## src/rtl/window_sigma_anomaly_scorer_macros.svh

```systemverilog
// Assertion macros for the window sigma anomaly scorer.
// Both sample on clock and are disabled while reset is high.
`ifndef WINDOW_SIGMA_ANOMALY_SCORER_MACROS_SVH
`define WINDOW_SIGMA_ANOMALY_SCORER_MACROS_SVH

// Same-cycle implication.
`define WSAS_ASSERT_NOW(label, ante, cons, msg) \
   label: assert property (@(posedge clock) disable iff (reset) (ante) |-> (cons)) \
      else $error(msg);

// Next-cycle implication.
`define WSAS_ASSERT_NEXT(label, ante, cons, msg) \
   label: assert property (@(posedge clock) disable iff (reset) (ante) |=> (cons)) \
      else $error(msg);

`endif

```

## src/rtl/wsas_pkg.sv

```systemverilog
// Package for the window sigma anomaly scorer: field widths, codes and constants.
// No dependencies.
`timescale 1ns / 1ps

package wsas_pkg;

   localparam int SAMPLE_W  = 16;
   localparam int FRAC_BITS = 8;
   localparam int ALPHA_W   = 9;
   localparam int SCORE_W   = 10;
   localparam int LEVEL_W   = 2;
   localparam int CHAN_W    = 2;
   localparam int STREAK_W  = 4;
   localparam int DIV_STEPS = 10;

   localparam logic [ALPHA_W-1:0]  ALPHA_ONE  = 9'd256;
   localparam logic [SCORE_W-1:0]  SCORE_MAX  = 10'd1000;
   localparam logic [STREAK_W-1:0] STREAK_MAX = 4'd15;

   localparam logic [LEVEL_W-1:0] LVL_NORMAL = 2'd0;
   localparam logic [LEVEL_W-1:0] LVL_WARN   = 2'd1;
   localparam logic [LEVEL_W-1:0] LVL_ANOM   = 2'd2;

   localparam logic [2:0] CSR_ALPHA      = 3'd0;
   localparam logic [2:0] CSR_LIMIT_GAS  = 3'd1;
   localparam logic [2:0] CSR_LIMIT_TEMP = 3'd2;
   localparam logic [2:0] CSR_LIMIT_HUM  = 3'd3;
   localparam logic [2:0] CSR_COMBO_TEMP = 3'd4;
   localparam logic [2:0] CSR_COMBO_HUM  = 3'd5;
   localparam logic [2:0] CSR_TREND_STEP = 3'd6;
   localparam logic [2:0] CSR_TREND_RUN  = 3'd7;

endpackage

```

## src/rtl/window_sigma_anomaly_scorer.sv

```systemverilog
// Window sigma anomaly scorer: low-pass filter, per-channel window statistics and scoring.
// Depends on wsas_pkg and window_sigma_anomaly_scorer_macros.svh.
//
// Usage:
//   req channel: tuser carries the channel, tdata the signed sample. One transaction
//   is taken at a time; req_tready is high only while the block is idle.
//   rsp channel: one transaction per request on a channel below CHANNEL_COUNT;
//   requests on other channels are dropped and give no response.
//   csr port: register writes land on the clock edge where csr_we is high.
//   Processing: filter and statistics steps through one shared multiplier, then
//   a bit-pair square root, then a restoring division, which is skipped when the
//   variance is zero or the deviation is at least the root; then rsp_tvalid.
//   The block handles one sample at a time and takes the next request only
//   after the current result has been delivered.
//   A stalled result holds in the output register and the block takes no new
//   request until it is delivered.
//   Reset clears the channel statistics and restores the register defaults; the
//   window memory needs no clearing since an entry is only read once written.
`timescale 1ns / 1ps
`include "window_sigma_anomaly_scorer_macros.svh"

module window_sigma_anomaly_scorer
   import wsas_pkg::*;
#(
   parameter int WINDOW_LEN    = 16,
   parameter int CHANNEL_COUNT = 3
) (
   input  logic                clock,
   input  logic                reset,
   input  logic                req_tvalid,
   output logic                req_tready,
   input  logic [15:0]         req_tdata,   // [15:0] sample
   input  logic [CHAN_W-1:0]   req_tuser,   // [1:0] channel
   output logic                rsp_tvalid,
   input  logic                rsp_tready,
   output logic [31:0]         rsp_tdata,   // [15:0] smoothed_sample, [17:16] level,
                                            // [27:18] score, [31:28] zero
   output logic [CHAN_W-1:0]   rsp_tuser,   // [1:0] out_channel
   input  logic                csr_we,
   input  logic [2:0]          csr_index,
   input  logic [15:0]         csr_wdata
);

   localparam int LG     = $clog2(WINDOW_LEN);
   localparam int PW     = LG;
   localparam int NW     = $clog2(WINDOW_LEN + 1);
   localparam int SUM_W  = SAMPLE_W + 1 + LG;
   localparam int SQ_W   = 2 * SAMPLE_W - 1 + LG;
   localparam int DW     = SAMPLE_W + 2 + LG;
   localparam int VW     = 2 * SAMPLE_W + 2 * LG;
   localparam int RW     = VW / 2;
   localparam int QW     = DW + SCORE_W;
   localparam int SM_W   = SAMPLE_W + FRAC_BITS;
   localparam int MA_W   = SQ_W + 1;
   localparam int MB_W   = DW + 1;
   localparam int MP_W   = MA_W + MB_W;
   localparam int CMP_W  = 2 * DW + 1;
   localparam int CNT_W  = $clog2(RW + 1);
   localparam int CW     = $clog2(CHANNEL_COUNT);
   localparam int DEPTH  = CHANNEL_COUNT * WINDOW_LEN;
   localparam int AW     = $clog2(DEPTH);

   typedef enum logic [3:0] {
      ST_IDLE, ST_RD, ST_F2, ST_F3, ST_W1, ST_W2, ST_W3, ST_W4, ST_W5, ST_W6,
      ST_LVL, ST_SQRT, ST_PREP, ST_DIV, ST_OUT
   } state_type;

   state_type state_ff;

   logic [ALPHA_W-1:0]         alpha_ff;
   logic signed [SAMPLE_W-1:0] lim_gas_ff, lim_temp_ff, lim_hum_ff;
   logic [14:0]                combo_temp_ff, combo_hum_ff;
   logic [15:0]                trend_step_ff;
   logic [STREAK_W-1:0]        trend_run_ff;

   logic [PW-1:0]              pos_ff    [CHANNEL_COUNT];
   logic [NW-1:0]              fill_ff   [CHANNEL_COUNT];
   logic signed [SM_W-1:0]     sm_ff     [CHANNEL_COUNT];
   logic signed [SUM_W-1:0]    sum_ff    [CHANNEL_COUNT];
   logic [SQ_W-1:0]            sq_ff     [CHANNEL_COUNT];
   logic signed [SAMPLE_W-1:0] latest_ff [CHANNEL_COUNT];
   logic signed [SAMPLE_W-1:0] prev_ff   [CHANNEL_COUNT];
   logic [STREAK_W-1:0]        streak_ff [CHANNEL_COUNT];

   logic signed [SAMPLE_W-1:0] window_mem [DEPTH];
   logic signed [SAMPLE_W-1:0] rd_ff;

   logic [CHAN_W-1:0]          chan_ff;
   logic signed [SAMPLE_W-1:0] sample_ff;
   logic signed [MP_W-1:0]     acc_ff;
   logic signed [SAMPLE_W-1:0] v_ff;
   logic signed [SUM_W-1:0]    wsum_ff;
   logic [SQ_W-1:0]            wsq_ff;
   logic [NW-1:0]              n_ff;
   logic signed [DW-1:0]       d_ff;
   logic [VW-1:0]              nsq_ff, var_ff;
   logic [DW-1:0]              dmag_ff;
   logic [2*DW-1:0]            dsq_ff;
   logic [QW-1:0]              num_ff, rem_ff, den_ff;
   logic [VW-1:0]              x_ff, r_ff, bit_ff;
   logic [CNT_W-1:0]           cnt_ff;
   logic [SCORE_W-1:0]         q_ff;
   logic [LEVEL_W-1:0]         level_ff;

   logic                       rsp_valid_ff;
   logic [CHAN_W-1:0]          rsp_chan_ff;
   logic signed [SAMPLE_W-1:0] rsp_v_ff;
   logic [LEVEL_W-1:0]         rsp_level_ff;
   logic [SCORE_W-1:0]         rsp_score_ff;

   logic signed [MA_W-1:0]     mul_a;
   logic signed [MB_W-1:0]     mul_b;
   logic signed [MP_W-1:0]     mul_p_ff;

   logic [CW-1:0]              ci;
   logic [ALPHA_W-1:0]         alpha_sat, alpha_inv;
   logic [AW-1:0]              addr;
   logic                       full;
   logic [NW-1:0]              n_in;
   logic signed [MP_W-1:0]     num_sum, num_shr;
   logic signed [SM_W-1:0]     sm_in;
   logic signed [SM_W-1:0]     vq;
   logic signed [SAMPLE_W-1:0] v_in;
   logic [DW-1:0]              dmag_in;
   logic signed [SAMPLE_W-1:0] limit;
   logic [CMP_W-1:0]           var9, var4, dsq_ext;
   logic signed [SAMPLE_W+1:0] step, step_min;
   logic [STREAK_W-1:0]        streak_in;
   logic [LEVEL_W-1:0]         level_in;
   logic                       trend_upd, streak_rise;
   logic [VW:0]                rb_sum;
   logic                       rb_ge;
   logic [RW-1:0]              root;
   logic                       rem_ge;
   logic [SCORE_W-1:0]         q_in;
   logic                       fin_valid;
   logic [SCORE_W-1:0]         fin_score;
   logic                       escalate;
   logic                       mem_we;

   assign ci        = CW'(chan_ff);
   assign alpha_sat = (alpha_ff > ALPHA_ONE) ? ALPHA_ONE : alpha_ff;
   assign alpha_inv = ALPHA_ONE - alpha_sat;
   assign addr      = AW'(ci * WINDOW_LEN) + AW'(pos_ff[ci]);
   assign full      = fill_ff[ci] >= NW'(WINDOW_LEN);
   assign n_in      = full ? fill_ff[ci] : NW'(fill_ff[ci] + 1'b1);
   assign mem_we    = (state_ff == ST_W2);

   assign num_sum = acc_ff + mul_p_ff;
   assign num_shr = num_sum >>> 8;
   assign sm_in   = (fill_ff[ci] == '0) ? signed'({sample_ff, FRAC_BITS'(0)})
                                        : SM_W'(num_shr);
   assign vq      = (sm_in >>> FRAC_BITS)
                    + SM_W'(sm_in[SM_W-1] && (sm_in[FRAC_BITS-1:0] != '0));
   assign v_in    = vq[SAMPLE_W-1:0];

   assign dmag_in = d_ff[DW-1] ? DW'(-d_ff) : DW'(d_ff);

   always_comb begin
      case (state_ff)
         ST_RD: begin
            mul_a = MA_W'(sample_ff);
            mul_b = MB_W'(alpha_sat);
         end
         ST_F2: begin
            mul_a = MA_W'(sm_ff[ci]);
            mul_b = MB_W'(alpha_inv);
         end
         ST_F3: begin
            mul_a = MA_W'(rd_ff);
            mul_b = MB_W'(rd_ff);
         end
         ST_W1: begin
            mul_a = MA_W'(v_ff);
            mul_b = MB_W'(v_ff);
         end
         ST_W2: begin
            mul_a = MA_W'(v_ff);
            mul_b = MB_W'(n_in);
         end
         ST_W3: begin
            mul_a = MA_W'(wsq_ff);
            mul_b = MB_W'(n_ff);
         end
         ST_W4: begin
            mul_a = MA_W'(wsum_ff);
            mul_b = MB_W'(wsum_ff);
         end
         ST_W5: begin
            mul_a = MA_W'(dmag_in);
            mul_b = MB_W'(dmag_in);
         end
         ST_W6: begin
            mul_a = MA_W'(dmag_ff);
            mul_b = MB_W'(SCORE_MAX);
         end
         default: begin
            mul_a = '0;
            mul_b = '0;
         end
      endcase
   end

   always_comb begin
      if (ci == CW'(0)) begin
         limit = lim_gas_ff;
      end else if (ci == CW'(1)) begin
         limit = lim_temp_ff;
      end else begin
         limit = lim_hum_ff;
      end
   end

   assign var9     = CMP_W'(var_ff) + (CMP_W'(var_ff) << 3);
   assign var4     = CMP_W'(var_ff) << 2;
   assign dsq_ext  = CMP_W'(dsq_ff);
   assign step     = (SAMPLE_W+2)'(v_ff) - (SAMPLE_W+2)'(prev_ff[ci]);
   assign step_min = signed'({2'b00, trend_step_ff});
   assign streak_rise = step > step_min;
   assign streak_in = streak_rise ? ((streak_ff[ci] == STREAK_MAX) ? STREAK_MAX
                                     : streak_ff[ci] + 1'b1)
                                  : '0;

   always_comb begin
      trend_upd = 1'b0;
      if (v_ff > limit) begin
         level_in = LVL_ANOM;
      end else if ((var_ff != '0) && (dsq_ext > var9)) begin
         level_in = LVL_ANOM;
      end else if ((var_ff != '0) && (dsq_ext > var4)) begin
         level_in = LVL_WARN;
      end else begin
         trend_upd = 1'b1;
         level_in  = (streak_rise && (streak_in >= trend_run_ff)) ? LVL_WARN : LVL_NORMAL;
      end
   end

   assign rb_sum = (VW+1)'(r_ff) + (VW+1)'(bit_ff);
   assign rb_ge  = (VW+1)'(x_ff) >= rb_sum;
   assign root   = r_ff[RW-1:0];
   assign rem_ge = rem_ff >= den_ff;
   assign q_in   = {q_ff[SCORE_W-2:0], rem_ge};

   always_comb begin
      fin_valid = 1'b0;
      fin_score = q_in;
      case (state_ff)
         ST_PREP: begin
            if (var_ff == '0) begin
               fin_valid = 1'b1;
               fin_score = (dmag_ff != '0) ? SCORE_MAX : '0;
            end else if (DW'(dmag_ff) >= DW'(root)) begin
               fin_valid = 1'b1;
               fin_score = SCORE_MAX;
            end
         end
         ST_DIV: begin
            fin_valid = (cnt_ff == CNT_W'(1));
         end
         default: begin
            fin_valid = 1'b0;
         end
      endcase
   end

   assign escalate = (level_ff == LVL_WARN) && (chan_ff == CHAN_W'(0))
                     && (latest_ff[CW'(1)] > $signed(16'd0))
                     && (latest_ff[CW'(2)] > $signed(16'd0))
                     && (latest_ff[CW'(1)] > signed'({1'b0, combo_temp_ff}))
                     && (latest_ff[CW'(2)] > signed'({1'b0, combo_hum_ff}));

   always_ff @(posedge clock) begin
      if (mem_we) begin
         window_mem[addr] <= v_ff;
      end
      rd_ff <= window_mem[addr];
   end

   always_ff @(posedge clock) begin
      mul_p_ff <= mul_a * mul_b;
   end

   always_ff @(posedge clock) begin
      if (reset) begin
         state_ff      <= ST_IDLE;
         rsp_valid_ff  <= 1'b0;
         alpha_ff      <= 9'd77;
         lim_gas_ff    <= 16'sd10000;
         lim_temp_ff   <= 16'sd800;
         lim_hum_ff    <= 16'sd900;
         combo_temp_ff <= 15'd700;
         combo_hum_ff  <= 15'd800;
         trend_step_ff <= 16'd1;
         trend_run_ff  <= 4'd3;
         for (int i = 0; i < CHANNEL_COUNT; i++) begin
            pos_ff[i]    <= '0;
            fill_ff[i]   <= '0;
            sm_ff[i]     <= '0;
            sum_ff[i]    <= '0;
            sq_ff[i]     <= '0;
            latest_ff[i] <= '0;
            prev_ff[i]   <= '0;
            streak_ff[i] <= '0;
         end
      end else begin
         if (csr_we) begin
            case (csr_index)
               CSR_ALPHA:      alpha_ff      <= csr_wdata[ALPHA_W-1:0];
               CSR_LIMIT_GAS:  lim_gas_ff    <= signed'(csr_wdata);
               CSR_LIMIT_TEMP: lim_temp_ff   <= signed'(csr_wdata);
               CSR_LIMIT_HUM:  lim_hum_ff    <= signed'(csr_wdata);
               CSR_COMBO_TEMP: combo_temp_ff <= csr_wdata[14:0];
               CSR_COMBO_HUM:  combo_hum_ff  <= csr_wdata[14:0];
               CSR_TREND_STEP: trend_step_ff <= csr_wdata;
               CSR_TREND_RUN:  trend_run_ff  <= csr_wdata[STREAK_W-1:0];
               default: ;
            endcase
         end

         case (state_ff)
            ST_IDLE: begin
               if (req_tvalid) begin
                  chan_ff   <= req_tuser;
                  sample_ff <= signed'(req_tdata);
                  if (int'(req_tuser) < CHANNEL_COUNT) begin
                     state_ff <= ST_RD;
                  end
               end
            end
            ST_RD: begin
               state_ff <= ST_F2;
            end
            ST_F2: begin
               acc_ff   <= mul_p_ff <<< FRAC_BITS;
               state_ff <= ST_F3;
            end
            ST_F3: begin
               sm_ff[ci] <= sm_in;
               v_ff      <= v_in;
               state_ff  <= ST_W1;
            end
            ST_W1: begin
               wsum_ff  <= full ? sum_ff[ci] - SUM_W'(rd_ff) : sum_ff[ci];
               wsq_ff   <= full ? sq_ff[ci] - SQ_W'(mul_p_ff) : sq_ff[ci];
               state_ff <= ST_W2;
            end
            ST_W2: begin
               wsum_ff       <= wsum_ff + SUM_W'(v_ff);
               wsq_ff        <= wsq_ff + SQ_W'(mul_p_ff);
               n_ff          <= n_in;
               fill_ff[ci]   <= n_in;
               pos_ff[ci]    <= (pos_ff[ci] == PW'(WINDOW_LEN - 1)) ? '0
                                : pos_ff[ci] + 1'b1;
               latest_ff[ci] <= v_ff;
               state_ff      <= ST_W3;
            end
            ST_W3: begin
               d_ff       <= DW'(mul_p_ff) - DW'(wsum_ff);
               sum_ff[ci] <= wsum_ff;
               sq_ff[ci]  <= wsq_ff;
               state_ff   <= ST_W4;
            end
            ST_W4: begin
               nsq_ff   <= VW'(mul_p_ff);
               state_ff <= ST_W5;
            end
            ST_W5: begin
               var_ff   <= nsq_ff - VW'(mul_p_ff);
               dmag_ff  <= dmag_in;
               state_ff <= ST_W6;
            end
            ST_W6: begin
               dsq_ff   <= (2*DW)'(mul_p_ff);
               x_ff     <= var_ff;
               r_ff     <= '0;
               bit_ff   <= VW'(1) << (2 * (RW - 1));
               cnt_ff   <= CNT_W'(RW);
               state_ff <= ST_LVL;
            end
            ST_LVL: begin
               num_ff   <= QW'(mul_p_ff);
               level_ff <= level_in;
               if (trend_upd) begin
                  prev_ff[ci]   <= v_ff;
                  streak_ff[ci] <= streak_in;
               end
               state_ff <= ST_SQRT;
            end
            ST_SQRT: begin
               if (rb_ge) begin
                  x_ff <= x_ff - VW'(rb_sum);
                  r_ff <= (r_ff >> 1) + bit_ff;
               end else begin
                  r_ff <= r_ff >> 1;
               end
               bit_ff <= bit_ff >> 2;
               cnt_ff <= cnt_ff - 1'b1;
               if (cnt_ff == CNT_W'(1)) begin
                  state_ff <= ST_PREP;
               end
            end
            ST_PREP: begin
               rem_ff <= num_ff;
               den_ff <= QW'(root) << (DIV_STEPS - 1);
               q_ff   <= '0;
               cnt_ff <= CNT_W'(DIV_STEPS);
               state_ff <= fin_valid ? ST_OUT : ST_DIV;
            end
            ST_DIV: begin
               if (rem_ge) begin
                  rem_ff <= rem_ff - den_ff;
               end
               den_ff <= den_ff >> 1;
               q_ff   <= q_in;
               cnt_ff <= cnt_ff - 1'b1;
               if (fin_valid) begin
                  state_ff <= ST_OUT;
               end
            end
            ST_OUT: begin
               if (rsp_tready) begin
                  rsp_valid_ff <= 1'b0;
                  state_ff     <= ST_IDLE;
               end
            end
            default: begin
               state_ff <= ST_IDLE;
            end
         endcase

         if (fin_valid) begin
            rsp_valid_ff <= 1'b1;
            rsp_chan_ff  <= chan_ff;
            rsp_v_ff     <= v_ff;
            rsp_level_ff <= escalate ? LVL_ANOM : level_ff;
            rsp_score_ff <= escalate ? SCORE_MAX : fin_score;
         end
      end
   end

   assign req_tready = (state_ff == ST_IDLE) && !reset;
   assign rsp_tvalid = rsp_valid_ff;
   assign rsp_tuser  = rsp_chan_ff;
   assign rsp_tdata  = {4'b0000, rsp_score_ff, rsp_level_ff, rsp_v_ff};

   `WSAS_ASSERT_NOW(a_busy_while_out, rsp_tvalid, !req_tready, "request taken while a result is pending")
   `WSAS_ASSERT_NOW(a_score_range, rsp_tvalid, rsp_tdata[27:18] <= SCORE_MAX, "score above saturation")
   `WSAS_ASSERT_NEXT(a_take_busy, req_tvalid && req_tready && (int'(req_tuser) < CHANNEL_COUNT), !req_tready && !rsp_tvalid, "block not busy after accepting a transaction")

endmodule

```

## config.mk

```make
export PLATFORM = sky130hd
export DESIGN_NAME = window_sigma_anomaly_scorer
export DESIGN_NICKNAME = d
export VERILOG_FILES = /design/src/rtl/wsas_pkg.sv /design/src/rtl/window_sigma_anomaly_scorer.sv
export VERILOG_INCLUDE_DIRS = /design/src /design/src/rtl
export SDC_FILE = /design/constraint.sdc
export NUM_CORES = 2
export LEC_CHECK = 0
export ABC_AREA = 1
export BUFFER_PORTS_ARGS = -buffer_cell sky130_fd_sc_hd__buf_4
export CORE_MARGIN = 3
export CORE_UTILIZATION = 25
export DETAILED_ROUTE_END_ITERATION = 10
export HOLD_SLACK_MARGIN = 0.15
export SLEW_MARGIN = 20
export SYNTH_ARGS = -nofsm -noshare
export SYNTH_HDL_FRONTEND = slang
export SYNTH_SLANG_ARGS = --single-unit
```

## constraint.sdc

```tcl
create_clock -name clock -period 16.53 [get_ports clock]
set_input_delay 1.653 -clock clock [delete_from_list [all_inputs] [get_ports clock]]
set_output_delay 1.653 -clock clock [all_outputs]
set_load 0.01 [all_outputs]
```

==> flow_summary.json <==
{
  "path_clk_slew_ns": 0.07,
  "port_buffers": 73,
  "critPathSlowestCell": "buf_4",
  "status": "finished, final reports clean",
  "synth-edff-count": 1762,
  "yosysMostFrequentCell": "nand2_1",
  "start_util_pct": 25.1,
  "worstHoldPathType": "flip-flop to flip-flop",
  "vias": 92400,
  "synthTopCellsByCount": "nand2_1 (2190), inv_1 (2037), edfxtp_1 (1762)",
  "maxCapViolCount": 0,
  "swShare_pct": 38.6,
  "drt_first_pass_iters": 6,
  "yosysTopAreaCell": "edfxtp_1",
  "fillers": 50600,
  "cts.sinks": 1936,
  "cts-root-buf": "clkbuf_16",
  "holdWs_ns": 0.457,
  "clock_power_share_pct": 28.0,
  "htreeDepth": 4,
  "fp.dieW_um": 702,
  "seq_area_sq_um": 56400,
  "netlist-cell-type-count": 75,
  "wire_per_inst_um": 20.5,
  "core-area_sq_um": 482000,
  "timing.setup.tns_ns": 0,
  "max_freq_ghz": 0.0898,
  "syn-cell-area_sq_um": 121000,
  "finalCritPeriodShare_pct": 67.4,
  "async_flop_share_pct": 0,
  "cts_tree": "yes",
  "grtUsageTotal_pct": 15.6,
  "dr.max_layer_used": "met5",
  "slowest_delay_ns": 0.87,
  "drt-initial-drc-count": 9813,
  "drt-met1-wl_mm": 167,
  "p_per_area_nw_per_um2": 121,
  "drive_gt1_share_pct": 5.77,
  "dr_wl_met3_mm": 30.0,
  "postCtsHoldBufs": 0,
  "layout.cells.non_filler": 19300,
  "cts_buffer_depth": 4,
  "grt_pass1_vias": 90600,
  "dp.cells": 18900,
  "dp_hpwl_mm": 281,
  "setup_violations": 0,
  "grt_max_degree": 123,
  "met2_length_mm": 182,
  "dp_slack_ns": 5.58,
  "ys_ff_latch": 1936,
  "rsz0062_at_grt": "no",
  "tightest_slew_ns": 1.18,
  "hold_violations": 0,
  "arrival_ns": 11.89,
  "crit_fanout": 88,
  "vias_per_cell": 4.79,
  "insertion_delay_ns": 0.93,
  "postLayoutSetupSlackWorst_ns": 5.40,
  "place_congestion": 0.954,
  "netlist.area_leader.share_pct": 43.7,
  "switching_power_uw": 6350,
  "io_pins": 78,
  "required_ns": 17.28,
  "cts_resized": 0,
  "layout_min_cycle_time_ns": 11.13,
  "grt-ovfl-total": 0,
  "antenna_found_initial": 12,
  "synthCells": 12600,
  "drt-total-wl_mm": 396,
  "p_leak_uw": 0.0559,
  "cp_common_cell": "fa_1",
  "multiInputGateArea_sq_um": 55600,
  "synth.avg_cell_area_sq_um": 9.61,
  "drc": 0,
  "numCtsBuffers": 194,
  "p_int_uw": 10100,
  "fp-row-count": 255,
  "dieArea_sq_um": 493000,
  "postRouteAntennaNets": 0,
  "relSlewSlack_pct": 21.2,
  "clock_skew_ns": 0.0944,
  "synth.area.top_cells": "edfxtp_1 (44%), fa_1 (11%), ha_1 (6.9%), nand2_1 (6.8%), inv_1 (6.3%)",
  "die_height_um": 702,
  "area_growth_pct": 12.8,
  "synthFlopType": "edfxtp_1",
  "nets": 14100,
  "post_cts_buffers": 0,
  "power_frac_comb_pct": 37.2,
  "drv_slew": 0,
  "yosysWarnings": 0,
  "startpoint_type": "flip-flop",
  "critPathKind": "flip-flop to flip-flop",
  "seqPwrFrac_pct": 34.7,
  "ys_seq_area_share_pct": 46.5,
  "end_kind": "flip-flop",
  "peakVddDrop_uv": 86.1,
  "grt_first_pass_wirelength_mm": 585
}
worst max-delay path: cells and delay by family, from the launching register on:
family	cells	cell delay, ns
AOI/OAI and AO/OA	9	3.01
xor gates and xnor gates	1	0.16
adders and majority gates	8	3.78
buffers and inverters	8	2.44
DFF	1	0.81
and+or+nand+nor	6	0.64
cell type report:
type                    instances  share of cell area, %
diodes                         10                 0.0183
clock buffers                 236                   3.80
clock inverters               112                  0.952
inverters                    2059                   5.67
multi-input cells            8208                   40.7
flip-flops and latches       1936                   41.3
well taps                    6425                   5.88
repair buffers                307                   1.69
cell families after synthesis:
group	synth area share [%]
buf+inv	7.73
xor+xnor	2.55
other cells	0.00620
fa+ha+maj	17.5
compound gates	11.4
simple gates	14.3
flops	46.5
metal layers:
layer  vias to the layer above  GRT usage, %
met4                         4          6.20
met5                         -             0
met1                     45700          20.8
met2                      3555          25.5
li1                      42500             -
met3                       611          2.20
state kept, by name, indices dropped and copies added, names as in the netlist, 20 cells and up, named ones only:
name / flops
den_ff: 29
bit_ff: 20
sq_ff: 140
var_ff: 40
mul_p_ff: 44
d_ff: 22
sm_ff: 96
r_ff: 40
latest_ff: 32
fill_ff: 20
dsq_ff: 44
wsq_ff: 35
window_mem: 768
prev_ff: 64
x_ff: 40
nsq_ff: 40
dmag_ff: 22
sum_ff: 84
rem_ff: 32
num_ff: 32
acc_ff: 24
wsum_ff: 21
stage by stage:
step	util, %	cell area [sq um]	power, uW
after floorplan	-	121000	9740
after global placement	27.0	130000	11800
after detailed placement	27.0	130000	11900
after CTS	28.3	137000	16500
after global routing	28.3	137000	17400
final	28.3	137000	16500
power groups by stage:
stage	logic, uW	registers (uW)	clock network, uW
after floorplan	3980	5760	0
after global placement	6010	5820	0
after detailed placement	6050	5820	0
after CTS	6080	5720	4680
after global routing	6780	5720	4890
final	6130	5720	4620
path summary, 6_finish.rpt:
check	from	to	slack, ns	depth (start not counted)
setup / recovery	flip-flop	mul_p_ff[41]	5.40	32
hold / removal	lim_hum_ff[8]	lim_hum_ff[8]	0.46	2
setup reg to reg	flip-flop	mul_p_ff[41]	5.40	32
hold reg to reg	lim_hum_ff[8]	lim_hum_ff[8]	0.46	2
layout by cell type, fill, tap and decap left out, types with 81 or more instances in the layout:
cell type | netlist | final
nand2_1 | 2190 | 2183
inv_1 | 2037 | 2032
edfxtp_1 | 1762 | 1762
nor2_1 | 1347 | 1334
a21oi_1 | 717 | 716
o21ai_0 | 717 | 716
ha_1 | 670 | 670
fa_1 | 642 | 642
nand3_1 | 329 | 327
buf_4 | 9 | 307
xor2_1 | 208 | 208
a22oi_1 | 201 | 201
clkbuf_16 | 0 | 199
dfxtp_1 | 174 | 172
xnor2_1 | 145 | 145
nand4_1 | 127 | 127
o22ai_1 | 95 | 95
a31oi_1 | 89 | 89
a221oi_1 | 88 | 88
nor3_1 | 87 | 81
(Power assumes the default switching activity.)
